===== config.mk =====
export PLATFORM = sky130hd
export DESIGN_NAME = led_chain_char_writer_unit
export DESIGN_NICKNAME = d
export VERILOG_FILES = /design/src/hw/rtl/lcw_pkg.sv /design/src/hw/rtl/lcw_ctrl.sv /design/src/hw/rtl/lcw_dp.sv /design/src/hw/rtl/led_chain_char_writer_unit.sv
export SDC_FILE = /design/constraint.sdc
export NUM_CORES = 1
export LEC_CHECK = 0
export BUFFER_PORTS_ARGS = -buffer_cell sky130_fd_sc_hd__buf_2
export CORE_ASPECT_RATIO = 0.9
export CORE_MARGIN = 1.5
export CORE_UTILIZATION = 30
export CTS_CLUSTER_SIZE = 40
export DETAILED_ROUTE_END_ITERATION = 16
export SLEW_MARGIN = 20
export SYNTH_ARGS = -nofsm -noshare
export SYNTH_HDL_FRONTEND = slang
export SYNTH_SLANG_ARGS = --single-unit

===== constraint.sdc =====
create_clock -name clk -period 2.6 [get_ports clk]
set_input_delay 0.26 -clock clk [delete_from_list [all_inputs] [get_ports clk]]
set_output_delay 0.26 -clock clk [all_outputs]
set_load 0.1 [all_outputs]

===== src/hw/rtl/lcw_pkg.sv =====
`default_nettype none

package lcw_pkg;

  localparam int DEF_MAX_UNITS = 4;

  localparam logic [1:0] ACT_PUT    = 2'd0;
  localparam logic [1:0] ACT_CURSOR = 2'd1;
  localparam logic [1:0] ACT_BRIGHT = 2'd2;
  localparam logic [1:0] ACT_MARQ   = 2'd3;

  localparam logic [1:0] CFG_DISPLAY_MODE = 2'd0;
  localparam logic [1:0] CFG_DEVICE_COUNT = 2'd1;
  localparam logic [1:0] CFG_WRAP_ENABLE  = 2'd2;

  localparam logic [15:0] BRIGHT_WORD = 16'h0a00;
  localparam logic [7:0]  SEG_BAD     = 8'h49;
  localparam logic [7:0]  SEG_ZERO    = 8'h7e;

  typedef enum logic [1:0] {
    ST_IDLE,
    ST_EMIT,
    ST_FIN
  } state_t;

  typedef struct packed {
    logic accept;
    logic step;
    logic finish;
  } cmd_t;

  typedef struct packed {
    logic item_words;
    logic item_put;
    logic last_word;
  } sts_t;

  function automatic logic [7:0] seg_code(input logic [6:0] c);
    logic [7:0] s;
    begin
      case (c)
        7'h20: s = 8'h00;
        7'h2d: s = 8'h01;
        7'h5f: s = 8'h08;
        7'h30: s = SEG_ZERO;
        7'h31: s = 8'h30;
        7'h32: s = 8'h6d;
        7'h33: s = 8'h79;
        7'h34: s = 8'h33;
        7'h35: s = 8'h5b;
        7'h36: s = 8'h5f;
        7'h37: s = 8'h70;
        7'h38: s = 8'h7f;
        7'h39: s = 8'h7b;
        7'h41: s = 8'h77;
        7'h42: s = 8'h1f;
        7'h43: s = 8'h4e;
        7'h44: s = 8'h3d;
        7'h45: s = 8'h4f;
        7'h46: s = 8'h47;
        7'h48: s = 8'h37;
        7'h49: s = 8'h30;
        7'h4a: s = 8'h38;
        7'h4c: s = 8'h0e;
        7'h4e: s = 8'h15;
        7'h4f: s = 8'h1d;
        7'h50: s = 8'h67;
        7'h52: s = 8'h05;
        7'h53: s = 8'h5b;
        7'h54: s = 8'h0f;
        7'h55: s = 8'h3e;
        default: s = SEG_BAD;
      endcase
      return s;
    end
  endfunction

endpackage

`default_nettype wire


===== src/hw/rtl/lcw_ctrl.sv =====
`default_nettype none

module lcw_ctrl (
  input  wire logic          clk,
  input  wire logic          rst_n,
  input  wire logic          in_valid,
  output logic               in_stall,
  output logic               out_valid,
  input  wire logic          out_stall,
  input  wire lcw_pkg::sts_t st,
  output lcw_pkg::cmd_t      cmd
);

  lcw_pkg::state_t state_r, state_nxt;

  always_ff @(posedge clk) begin
    if (!rst_n) begin
      state_r <= lcw_pkg::ST_IDLE;
    end else begin
      state_r <= state_nxt;
    end
  end

  always_comb begin
    state_nxt  = state_r;
    cmd        = '0;
    in_stall   = 1'b1;
    out_valid  = 1'b0;
    case (state_r)
      lcw_pkg::ST_IDLE: begin
        in_stall = 1'b0;
        if (in_valid) begin
          cmd.accept = 1'b1;
          if (st.item_words) begin
            state_nxt = lcw_pkg::ST_EMIT;
          end else if (st.item_put) begin
            state_nxt = lcw_pkg::ST_FIN;
          end
        end
      end
      lcw_pkg::ST_EMIT: begin
        out_valid = 1'b1;
        if (!out_stall) begin
          cmd.step = 1'b1;
          if (st.last_word) begin
            state_nxt = lcw_pkg::ST_FIN;
          end
        end
      end
      lcw_pkg::ST_FIN: begin
        cmd.finish = 1'b1;
        state_nxt  = lcw_pkg::ST_IDLE;
      end
      default: begin
        state_nxt = lcw_pkg::ST_IDLE;
      end
    endcase
  end

`ifndef SYNTHESIS
  a_emit_blocks_input: assert property (@(posedge clk) disable iff (!rst_n)
    (state_r == lcw_pkg::ST_EMIT) |-> in_stall)
    else $error("input taken while words are pending");
  a_fin_one_cycle: assert property (@(posedge clk) disable iff (!rst_n)
    (state_r == lcw_pkg::ST_FIN) |=> (state_r == lcw_pkg::ST_IDLE))
    else $error("cursor update did not return to idle");
  a_last_word_ends_run: assert property (@(posedge clk) disable iff (!rst_n)
    (cmd.step && st.last_word) |=> (state_r == lcw_pkg::ST_FIN))
    else $error("emission continued past the final word");
  a_no_double_cmd: assert property (@(posedge clk) disable iff (!rst_n)
    $onehot0({cmd.accept, cmd.step, cmd.finish}))
    else $error("conflicting datapath commands");
`endif

endmodule

`default_nettype wire


===== src/hw/rtl/lcw_dp.sv =====
`default_nettype none

module lcw_dp #(
  parameter int MAX_UNITS = lcw_pkg::DEF_MAX_UNITS
) (
  input  wire logic          clk,
  input  wire logic          rst_n,
  input  wire lcw_pkg::cmd_t cmd,
  output lcw_pkg::sts_t      st,
  input  wire logic [1:0]    in_action,
  input  wire logic [7:0]    in_char_code,
  input  wire logic [1:0]    in_cursor_row,
  input  wire logic [2:0]    in_cursor_col,
  input  wire logic [3:0]    in_level,
  input  wire logic          cfg_valid,
  input  wire logic          cfg_ready,
  input  wire logic [1:0]    cfg_index,
  input  wire logic [2:0]    cfg_data,
  output logic [15:0]        out_frame_word,
  output logic               out_load_after,
  output logic               out_run_last
);

  logic            mode_r, mode_nxt;
  logic [2:0]      count_r, count_nxt;
  logic            wrap_r, wrap_nxt;
  logic [2:0]      unit_r, unit_nxt;
  logic [2:0]      col_r, col_nxt;
  logic [7:0][7:0] cache_r, cache_nxt;
  logic            pend_r, pend_nxt;
  logic [1:0]      act_r, act_nxt;
  logic            gfx_r, gfx_nxt;
  logic [3:0]      level_r, level_nxt;
  logic [15:0]     word_r, word_nxt;
  logic [2:0]      grp_r, grp_nxt;
  logic [2:0]      cnt_r, cnt_nxt;

  logic [2:0]  units;
  logic [3:0]  unit_inc;
  logic        wrap_now;
  logic [7:0]  segs;
  logic [3:0]  pos;
  logic        gfx_put;
  logic [15:0] base_word;
  logic        unit_match;

  always_comb begin
    if (count_r == 3'd0) begin
      units = 3'd1;
    end else if (count_r > 3'(MAX_UNITS)) begin
      units = 3'(MAX_UNITS);
    end else begin
      units = count_r;
    end
  end

  assign segs     = lcw_pkg::seg_code(in_char_code[6:0]) | {in_char_code[7], 7'd0};
  assign pos      = 4'd8 - {1'b0, col_r};
  assign unit_inc = {1'b0, unit_r} + 4'd1;
  assign wrap_now = gfx_r ? (wrap_r | pend_r) : wrap_r;
  assign gfx_put  = (act_r == lcw_pkg::ACT_PUT) && gfx_r;

  assign st.item_put   = (in_action == lcw_pkg::ACT_PUT);
  assign st.item_words = (in_action == lcw_pkg::ACT_BRIGHT) ||
                         ((in_action == lcw_pkg::ACT_PUT) &&
                          (!mode_r || (col_r != 3'd7) || !pend_r));
  assign st.last_word  = (cnt_r == 3'd1) && (!gfx_put || (grp_r == 3'd7));

  always_comb begin
    mode_nxt  = mode_r;
    count_nxt = count_r;
    wrap_nxt  = wrap_r;
    unit_nxt  = unit_r;
    col_nxt   = col_r;
    cache_nxt = cache_r;
    pend_nxt  = pend_r;
    act_nxt   = act_r;
    gfx_nxt   = gfx_r;
    level_nxt = level_r;
    word_nxt  = word_r;
    grp_nxt   = grp_r;
    cnt_nxt   = cnt_r;

    if (cfg_valid && cfg_ready) begin
      case (cfg_index)
        lcw_pkg::CFG_DISPLAY_MODE: mode_nxt  = cfg_data[0];
        lcw_pkg::CFG_DEVICE_COUNT: count_nxt = cfg_data;
        lcw_pkg::CFG_WRAP_ENABLE:  wrap_nxt  = cfg_data[0];
        default: ;
      endcase
    end

    if (cmd.accept) begin
      act_nxt   = in_action;
      gfx_nxt   = mode_r;
      level_nxt = in_level;
      word_nxt  = {4'd0, pos, segs};
      grp_nxt   = 3'd0;
      cnt_nxt   = units;
      case (in_action)
        lcw_pkg::ACT_CURSOR: begin
          unit_nxt  = {1'b0, in_cursor_row};
          col_nxt   = in_cursor_col;
          cache_nxt = '0;
        end
        lcw_pkg::ACT_MARQ: begin
          pend_nxt = 1'b1;
        end
        lcw_pkg::ACT_PUT: begin
          if (mode_r && !pend_r) begin
            for (int r = 0; r < 8; r++) begin
              cache_nxt[r][col_r] = in_char_code[3'(7 - r)];
            end
          end
        end
        default: ;
      endcase
    end

    if (cmd.step) begin
      if (cnt_r == 3'd1) begin
        cnt_nxt = units;
        grp_nxt = grp_r + 3'd1;
      end else begin
        cnt_nxt = cnt_r - 3'd1;
      end
    end

    if (cmd.finish && (act_r == lcw_pkg::ACT_PUT)) begin
      col_nxt = col_r + 3'd1;
      if (col_r == 3'd7) begin
        if (gfx_r) begin
          cache_nxt = '0;
        end
        if (unit_inc >= {1'b0, units}) begin
          unit_nxt = wrap_now ? 3'd0 : units;
          if (gfx_r) begin
            pend_nxt = 1'b0;
          end
        end else begin
          unit_nxt = unit_inc[2:0];
        end
      end
    end
  end

  always_ff @(posedge clk) begin
    if (!rst_n) begin
      mode_r  <= 1'b0;
      count_r <= 3'd1;
      wrap_r  <= 1'b1;
      unit_r  <= 3'd0;
      col_r   <= 3'd0;
      cache_r <= '0;
      pend_r  <= 1'b0;
      act_r   <= lcw_pkg::ACT_PUT;
      gfx_r   <= 1'b0;
      grp_r   <= 3'd0;
      cnt_r   <= 3'd1;
    end else begin
      mode_r  <= mode_nxt;
      count_r <= count_nxt;
      wrap_r  <= wrap_nxt;
      unit_r  <= unit_nxt;
      col_r   <= col_nxt;
      cache_r <= cache_nxt;
      pend_r  <= pend_nxt;
      act_r   <= act_nxt;
      gfx_r   <= gfx_nxt;
      grp_r   <= grp_nxt;
      cnt_r   <= cnt_nxt;
    end
  end

  always_ff @(posedge clk) begin
    level_r <= level_nxt;
    word_r  <= word_nxt;
  end

  assign unit_match = ({1'b0, cnt_r} == unit_inc);

  always_comb begin
    if (act_r == lcw_pkg::ACT_BRIGHT) begin
      base_word = lcw_pkg::BRIGHT_WORD | {12'd0, level_r};
    end else if (gfx_r) begin
      base_word = {4'd0, {1'b0, grp_r} + 4'd1, cache_r[grp_r]};
    end else begin
      base_word = word_r;
    end
  end

  assign out_frame_word = ((act_r == lcw_pkg::ACT_BRIGHT) || unit_match) ? base_word : 16'd0;
  assign out_load_after = (cnt_r == 3'd1);
  assign out_run_last   = st.last_word;

endmodule

`default_nettype wire


===== src/hw/rtl/led_chain_char_writer_unit.sv =====
`default_nettype none
// An item is taken while the unit is idle; its first word, if it has any, is shown in the
// next cycle. One word per unstalled cycle; brightness and seven-segment puts give one word
// per chained unit and graphics puts eight per unit, each followed by a closing state.
// Set cursor and start marquee keep the unit idle; a silent graphics put just closes.
// Reset is synchronous and active low; it clears the cursor, column cache and marquee flag
// and returns the registers to seven-segment mode, one unit and wrap enabled.

module led_chain_char_writer_unit #(
  parameter int MAX_UNITS = lcw_pkg::DEF_MAX_UNITS
) (
  input  wire logic        clk,
  input  wire logic        rst_n,
  input  wire logic        in_valid,
  output logic             in_stall,
  input  wire logic [1:0]  in_action,
  input  wire logic [7:0]  in_char_code,
  input  wire logic [1:0]  in_cursor_row,
  input  wire logic [2:0]  in_cursor_col,
  input  wire logic [3:0]  in_level,
  output logic             out_valid,
  input  wire logic        out_stall,
  output logic [15:0]      out_frame_word,
  output logic             out_load_after,
  output logic             out_run_last,
  input  wire logic        cfg_valid,
  output logic             cfg_ready,
  input  wire logic [1:0]  cfg_index,
  input  wire logic [2:0]  cfg_data
);

  lcw_pkg::cmd_t cmd;
  lcw_pkg::sts_t st;

  assign cfg_ready = 1'b1;

  lcw_ctrl u_ctrl (
    .clk       (clk),
    .rst_n     (rst_n),
    .in_valid  (in_valid),
    .in_stall  (in_stall),
    .out_valid (out_valid),
    .out_stall (out_stall),
    .st        (st),
    .cmd       (cmd)
  );

  lcw_dp #(
    .MAX_UNITS (MAX_UNITS)
  ) u_dp (
    .clk            (clk),
    .rst_n          (rst_n),
    .cmd            (cmd),
    .st             (st),
    .in_action      (in_action),
    .in_char_code   (in_char_code),
    .in_cursor_row  (in_cursor_row),
    .in_cursor_col  (in_cursor_col),
    .in_level       (in_level),
    .cfg_valid      (cfg_valid),
    .cfg_ready      (cfg_ready),
    .cfg_index      (cfg_index),
    .cfg_data       (cfg_data),
    .out_frame_word (out_frame_word),
    .out_load_after (out_load_after),
    .out_run_last   (out_run_last)
  );

endmodule

`default_nettype wire

==> results of run 1 <==
## state kept, by name, summed over array words and instances (netlist names)
signal and count:
u_dp.cache_r 64, u_dp.word_r 12, u_dp.level_r 4, u_dp.cnt_r 3, u_dp.col_r 3, u_dp.count_r 3, u_dp.grp_r 3, u_dp.unit_r 3
u_ctrl.state_r 2, u_dp.act_r 2, u_dp.gfx_r 1, u_dp.mode_r 1, u_dp.pend_r 1, u_dp.wrap_r 1
## worst max path at each step
stage                              end  slack [ns]  cells past startpoint
floorplan           out_frame_word[10]       -0.34                      5
global placement     out_frame_word[7]        0.33                      6
detailed placement   out_frame_word[5]        0.27                      6
CTS                  out_frame_word[5]       0.009                      6
global route         out_frame_word[6]      -0.005                      7
finish               out_frame_word[4]        0.11                      7
## cell usage in the layout (no fill, tap or decap), types with 4 or more instances in the layout
master       n
nor2_1      37
and2_1      35
a21oi_1     27
clkbuf_16    9
nor3_1       6
nor2_4       5
inv_1       21
o21ai_0     18
mux2_2       4
nand3_1     44
mux2i_1     21
buf_6        4
nor3b_1      6
o211ai_1     7
buf_2       32
edfxtp_1    16
nor2b_1     10
ha_1        17
conb_1       5
buf_4       23
mux4_2      18
o21ai_2      4
a21o_1       4
a211oi_2     4
a31oi_1     28
dfxtp_1     85
a31oi_4     10
nand2b_1     6
nand2_1    101
buf_12       9
## per-layer routing
layer	global-route usage [%]	wire (um)
met1	21.8	7330
met5	0	0
met4	3.98	109
met3	2.73	636
met2	22.1	6070
## cells by family after synthesis
kind of cell             after synthesis  synth area share [%]
AND/OR/NAND/NOR                      269                  23.0
AO/OA/AOI/OAI                        125                  16.4
flip-flops                           103                  38.2
buffers and inverters                 65                  6.04
multiplexers                          44                  11.5
adder cells (fa/ha/maj)               18                  3.87
XOR/XNOR                               5                 0.881
other                                  2                 0.129
## metrics by stage
stage                     cells  hold slack, ns  setup slack (ns)  TNS (ns)  area (sq um)
after CTS                   924          0.0875           0.00944         0          6730
after global routing        925          0.0878          -0.00540  -0.00709          6760
after global placement      905           0.438             0.334         0          6420
final                       925          0.0958             0.111         0          6760
after detailed placement    905           0.441             0.266         0          6420
after floorplan             634           0.359            -0.337     -1.90          5880
## power groups by stage
stage | registers (uW) | clock network (uW) | logic [uW]
finish | 1680 | 1230 | 925
global route | 1690 | 1330 | 983
CTS | 1680 | 1260 | 917
detailed placement | 1720 | 0 | 902
global placement | 1720 | 0 | 899
floorplan | 1710 | 0 | 679
## area by class of cell
cell class / count / area, sq um
clock buffer: 9 / 225
fill: 1979 / 12300
tap: 250 / 313
multi-input combinational: 466 / 3320
clock inverter: 7 / 38.8
sequential: 103 / 2230
timing repair buffer: 68 / 558
inverter: 22 / 85.1
## timing repair
action,CTS,global route
cloned,0,0
pin swaps,0,4
resized for setup,7,9
setup endpoints to repair,7,11
setup buffers,3,1
==> flow_summary_export.csv, run 1 <==
group,metric,value,unit
run_status,outcome,"finished, final reports clean",
critical_path,crit_start,"u_dp.unit_r[0]",
routing,drt_iter0_drc,297,
layout,diodes,0,
logic_synthesis,avgSynthCellArea,9.23,sq um
die,start_util,30.5,%
critical_path,cp_max_fo,7,
pwr,power.internal,2570,uW
cts,cts_buffers,9,
critical_path,setup.worst_path.start_class,"register",
die,die-area,20300,sq um
critical_path,cp_slowest_cell,"dfxtp_4",
layout,synthToLayoutAreaGrowth,16.1,%
logic_synthesis,synth_top_area_share,29.9,%
timing,hold_viol_final,0,
grt,antenna_found_initial,0,
worst_hold_path,min_to,"u_dp.level_r[2]",
die,rows,48,
logic_synthesis,synth_area_leader_cell,"dfxtp_1",
worst_hold_path,hold_depth,1,
layout,finalNetCount,717,
grt,grt-ovfl-total,0,
critical_path,worst-path-buf-inv,1,
critical_path,worstSetupPathType,"register to primary output",
logic_synthesis,ys_top_cells_by_count,"101 x nand2_1, 87 x dfxtp_1, 44 x nand3_1, 37 x nor2_1, 35 x and2_1",
critical_path,r2r_slack,0.39,ns
pwr,vdd_drop_max,0.000264,V
routing,drtAntennaViolNets,0,
logic_synthesis,ys_ff_latch,103,
die,chipHeight,135,um
timing,finalSetupViolCount,0,
critical_path,r2r_cells,9,
timing,clock.fmax,402,MHz
cts,cts.sinks,103,
critical_path,required,2.34,ns
grt,grt_first_pass_wirelength,24.1,mm
critical_path,worstReg2RegEnd,"u_dp.unit_r[0]",
logic_synthesis,ys_types,60,
critical_path,path_delay_family,"compound AO/OA/AOI/OAI gates",
routing,drc_errors,0,
critical_path,end_kind,"primary output",
timing,period_minus_slack,2.49,ns
worst_hold_path,hold_start,"in_level[2]",
pwr,switching_power,1270,uW
pwr,p_seq_share,43.9,%
cts,cts_root_buffer,"clkbuf_16",
placed_design,numPortBuffers,44,
pwr,power.density,567,nW/um^2
routing,wirelength,14.1,mm
placed_design,gp_congestion,0.776,
layout,fin_util,35.4,%
die,num_io_pins,50,
run,max-cap-violations,0,
die,core-area,19100,sq um
timing,tightest_slew,0.524,ns
logic_synthesis,synth_edf_count,16,
die,die_w,150,um
critical_path,cp_cell_sequence,"ha_2, xnor2_2, xnor2_2, a211oi_4, nand2b_1, a211oi_2, buf_12",
pwr,power.share.clock,32.0,%
logic_synthesis,syn_inst,631,
logic_synthesis,synth_ff_type,"dfxtp_1",
logic_synthesis,ys_seq_area_share,38.2,%
logic_synthesis,netlist_area,5820,sq um
routing,viasPerCell,5.04,
critical_path,path_common_cell,"xnor2_2",
pwr,p_leak,0.00241,uW
pwr,total_power,3830,uW
routing,routedWlPerCell,15.3,um
critical_path,timing.rr.start,"u_dp.unit_r[0]",
placed_design,post-dp-hpwl,10.1,mm
cts,tritoncts,"built",
cts,htree_levels,3,
timing,fin_skew,0.00852,ns
cts,clock_latency,0.34,ns
pwr,switching_share,33.0,%
routing,drt_first_pass_iters,5,
routing,num_vias,4663,
cts,ctsHoldBuffers,0,
timing,slew_headroom,65.0,%
grt,grt_usage,14.8,%
pwr,p_comb_share,24.1,%
cts,clk_pin_slew,0.06,ns
grt,grt_pass1_vias,4684,
timing,slew_violations,0,
logic_synthesis,synthTopCellsByArea,"dfxtp_1 30%, edfxtp_1 8.3%, mux4_2 7.0%",
logic_synthesis,synth-async-reset-ratio,0,%
cts,clock_path_buffers,2,
logic_synthesis,yosys.cell_count.top_type,"nand2_1",
grt,grt_max_degree,49,
critical_path,cpPeakStageDelay,0.37,ns
worst_hold_path,holdCritPathClass,"input pin to register",
logic_synthesis,yosysWarnings,0,
critical_path,crit_arrival,2.23,ns
timing,min_period_over_period,95.7,%
layout,drive_gt1_share,21.5,%
Power figures use the tool's default switching activity.
==> run 2, diff against run 1 <==
--- a/config.mk
+++ b/config.mk
@@ -14,4 +14,5 @@
 export SLEW_MARGIN = 20
 export SYNTH_ARGS = -nofsm -noshare
 export SYNTH_HDL_FRONTEND = slang
+export SYNTH_HIERARCHICAL = 1
 export SYNTH_SLANG_ARGS = --single-unit
==> flow_summary_export.csv, run 2 <==
group,metric,value,unit
placed_design,place_area,6580,sq um
routing,wirelength,15.3,mm
logic_synthesis,synth-async-reset-ratio,0,%
critical_path,cp_max_fo,4,
cts,clk_pin_slew,0.08,ns
die,start_util,30.8,%
timing,hold_viol_final,0,
logic_synthesis,yosysWarnings,6,
logic_synthesis,ys_seq_area_share,37.4,%
pwr,power.density,582,nW/um^2
timing,rsz0062_at_grt,"false",
cts,cts_buffers,9,
routing,drt-met1-wl,7.99,mm
cts,clock_latency,0.36,ns
logic_synthesis,synth_edf_count,16,
layout,reg.largest.list,"u_dp/cache_r (64), u_dp/word_r (12), u_dp/level_r (4)",
routing,viasPerCell,5.08,
logic_synthesis,synth_area_leader_cell,"dfxtp_1",
logic_synthesis,synth_top_area_share,29.3,%
cts,post-cts-setup-buffer-count,0,
logic_synthesis,ys_top_cells_by_count,"105 x nand2_1, 87 x dfxtp_1, 49 x nand3_1, 46 x a21oi_1, 37 x a21o_1",
die,die-area,20600,sq um
timing,fin_ws,0.104,ns
critical_path,worstSetupPathType,"register to primary output",
die,rows,48,
routing,drc_errors,0,
routing,wl_met2,6.43,mm
timing,fin_setup_tns,0,ns
pwr,vdd_drop_max,0.000305,V
cts,tritoncts,"built",
grt,grt_first_pass_wirelength,25.1,mm
die,chipHeight,136,um
routing,drt_first_pass_iters,5,
logic_synthesis,avgSynthCellArea,8.71,sq um
layout,fin_util,36.1,%
cts,clock_path_buffers,2,
critical_path,r2r_slack,0.49,ns
logic_synthesis,yosys.cell_count.top_type,"nand2_1",
timing,period_minus_slack,2.50,ns
logic_synthesis,syn_inst,682,
run,max-cap-violations,0,
run_status,outcome,"finished, final reports clean",
routing,routedWlPerCell,15.7,um
logic_synthesis,netlist_area,5940,sq um
cts,cts_root_buffer,"clkbuf_16",
layout,synthToLayoutAreaGrowth,17.3,%
layout,largest_register_ffs,64,
timing,slew_violations,0,
timing,clock.fmax,401,MHz
critical_path,required,2.34,ns
die,die_w,151,um
critical_path,crit_arrival,2.24,ns
layout,top_register,"u_dp/cache_r",
critical_path,end_kind,"primary output",
cts,cts.sinks,103,
worst_hold_path,holdCritPathClass,"input pin to register",
logic_synthesis,ys_types,59,
timing,tightest_slew,0.685,ns
grt,antenna_found_initial,0,
placed_design,place_ws,0.323,ns
routing,routed-wl-met3,695,um
layout,fin_area,6960,sq um
grt,grt_max_degree,43,
logic_synthesis,synthTopCellsByArea,"dfxtp_1 29%, edfxtp_1 8.1%, nand2_1 6.6%",
layout,final_common_cell,"nand2_1",
grt,grt_pass1_vias,4738,
routing,num_vias,4951,
grt,grt-ovfl-total,0,
die,num_io_pins,50,
timing,slew_headroom,54.3,%
layout,mostFrequentLayoutCells,"105 x nand2_1, 87 x dfxtp_1, 49 x nand3_1",
layout,diodes,0,
die,core-area,19300,sq um
layout,finalNetCount,767,
pwr,p_leak,0.00258,uW
routing,drt_iter0_drc,377,
cts,htree_levels,3,
timing,fin_skew,0.0113,ns
logic_synthesis,ys_ff_latch,103,
timing,finalSetupViolCount,0,
pwr,total_power,4050,uW
cts,ctsHoldBuffers,0,
logic_synthesis,synth_ff_type,"dfxtp_1",
routing,drtAntennaViolNets,0,
layout,drive_gt1_share,18.6,%
timing,min_period_over_period,96.0,%
placed_design,gp_congestion,0.805,
routing,top_layer_used,"met4",
placed_design,post-dp-hpwl,11.0,mm
critical_path,setup.worst_path.start_class,"register",
placed_design,numPortBuffers,44,
grt,grt_usage,15.5,%
## run 2: changes by cell type in the layout (fill, tap and decap cells not counted), moves of 5 or more
cell / delta
a21boi_0: +5
a21o_1: +33
a21oi_1: +19
a31oi_1: -22
a31oi_4: -10
nand2b_1: +9
nand3_1: +5
nand3b_1: +6
nor2_1: -7
o211a_1: +5
o21a_1: +6
## run 2: what timing repair did
action                                  in CTS  in global routing
endpoints found under the setup margin       8                  8
gates cloned                                 0                  0
gates resized for setup                      8                  8
endpoints found under the hold margin        0                  0
## run 2: cell families after synthesis
| group | count (synthesis) | share of synthesized area (%) |
|---|---|---|
| compound gates | 167 | 18.6 |
| xor+xnor | 5 | 0.864 |
| fa+ha+maj | 18 | 3.79 |
| buf+inv | 69 | 5.48 |
| flops | 103 | 37.4 |
| mux | 41 | 10.4 |
| other cells | 2 | 0.126 |
| simple gates | 277 | 23.4 |
## run 2: critical path, stage by stage (launching register included)
cell	delay, ns
dfxtp_1	0.34
ha_1	0.34
xor2_1	0.18
a211oi_4	0.31
buf_4	0.21
o211ai_1	0.12
o21ai_2	0.14
buf_6	0.24
## run 2: area by class of cell
type	instances	area, sq um
Inverter	20	75.1
Timing Repair Buffer	72	553
Clock buffer	9	225
Fill cell	1934	12300
Tap cell	250	313
Multi-Input combinational cell	514	3470
Clock inverter	7	106
Sequential cell	103	2220
## run 2: final timing paths
check	to	cells past startpoint	from
min	u_dp/level_r[1]	1	in_level[1]
max	out_frame_word[1]	7	u_dp/unit_r[1]
max reg2reg	u_dp/unit_r[2]	7	u_dp/count_r[1]
min reg2reg	u_dp/cache_r[5]	1	u_dp/cache_r[5]
## run 2: power breakdown
group	internal, uW	total (uW)	switching (uW)	leakage (uW)
Combinational	245	848	604	0.00156
Sequential	1650	1680	24.8	0.000853
Clock	866	1530	662	0.000163
Total	2760	4050	1290	0.00258
## run 2: metal layers
metal / vias up / global-route usage, %
met1: 2365 / 23.6
met2: 120 / 22.6
met3: 14 / 2.32
li1: 2452 / -
met5: - / 0
met4: 0 / 3.88
## run 2: metrics by stage
stage / std cells / hold WS, ns
final: 975 / 0.0721
after global placement: 959 / 0.437
after detailed placement: 959 / 0.438
after CTS: 975 / 0.0629
after global routing: 975 / 0.0565
after floorplan: 686 / 0.359
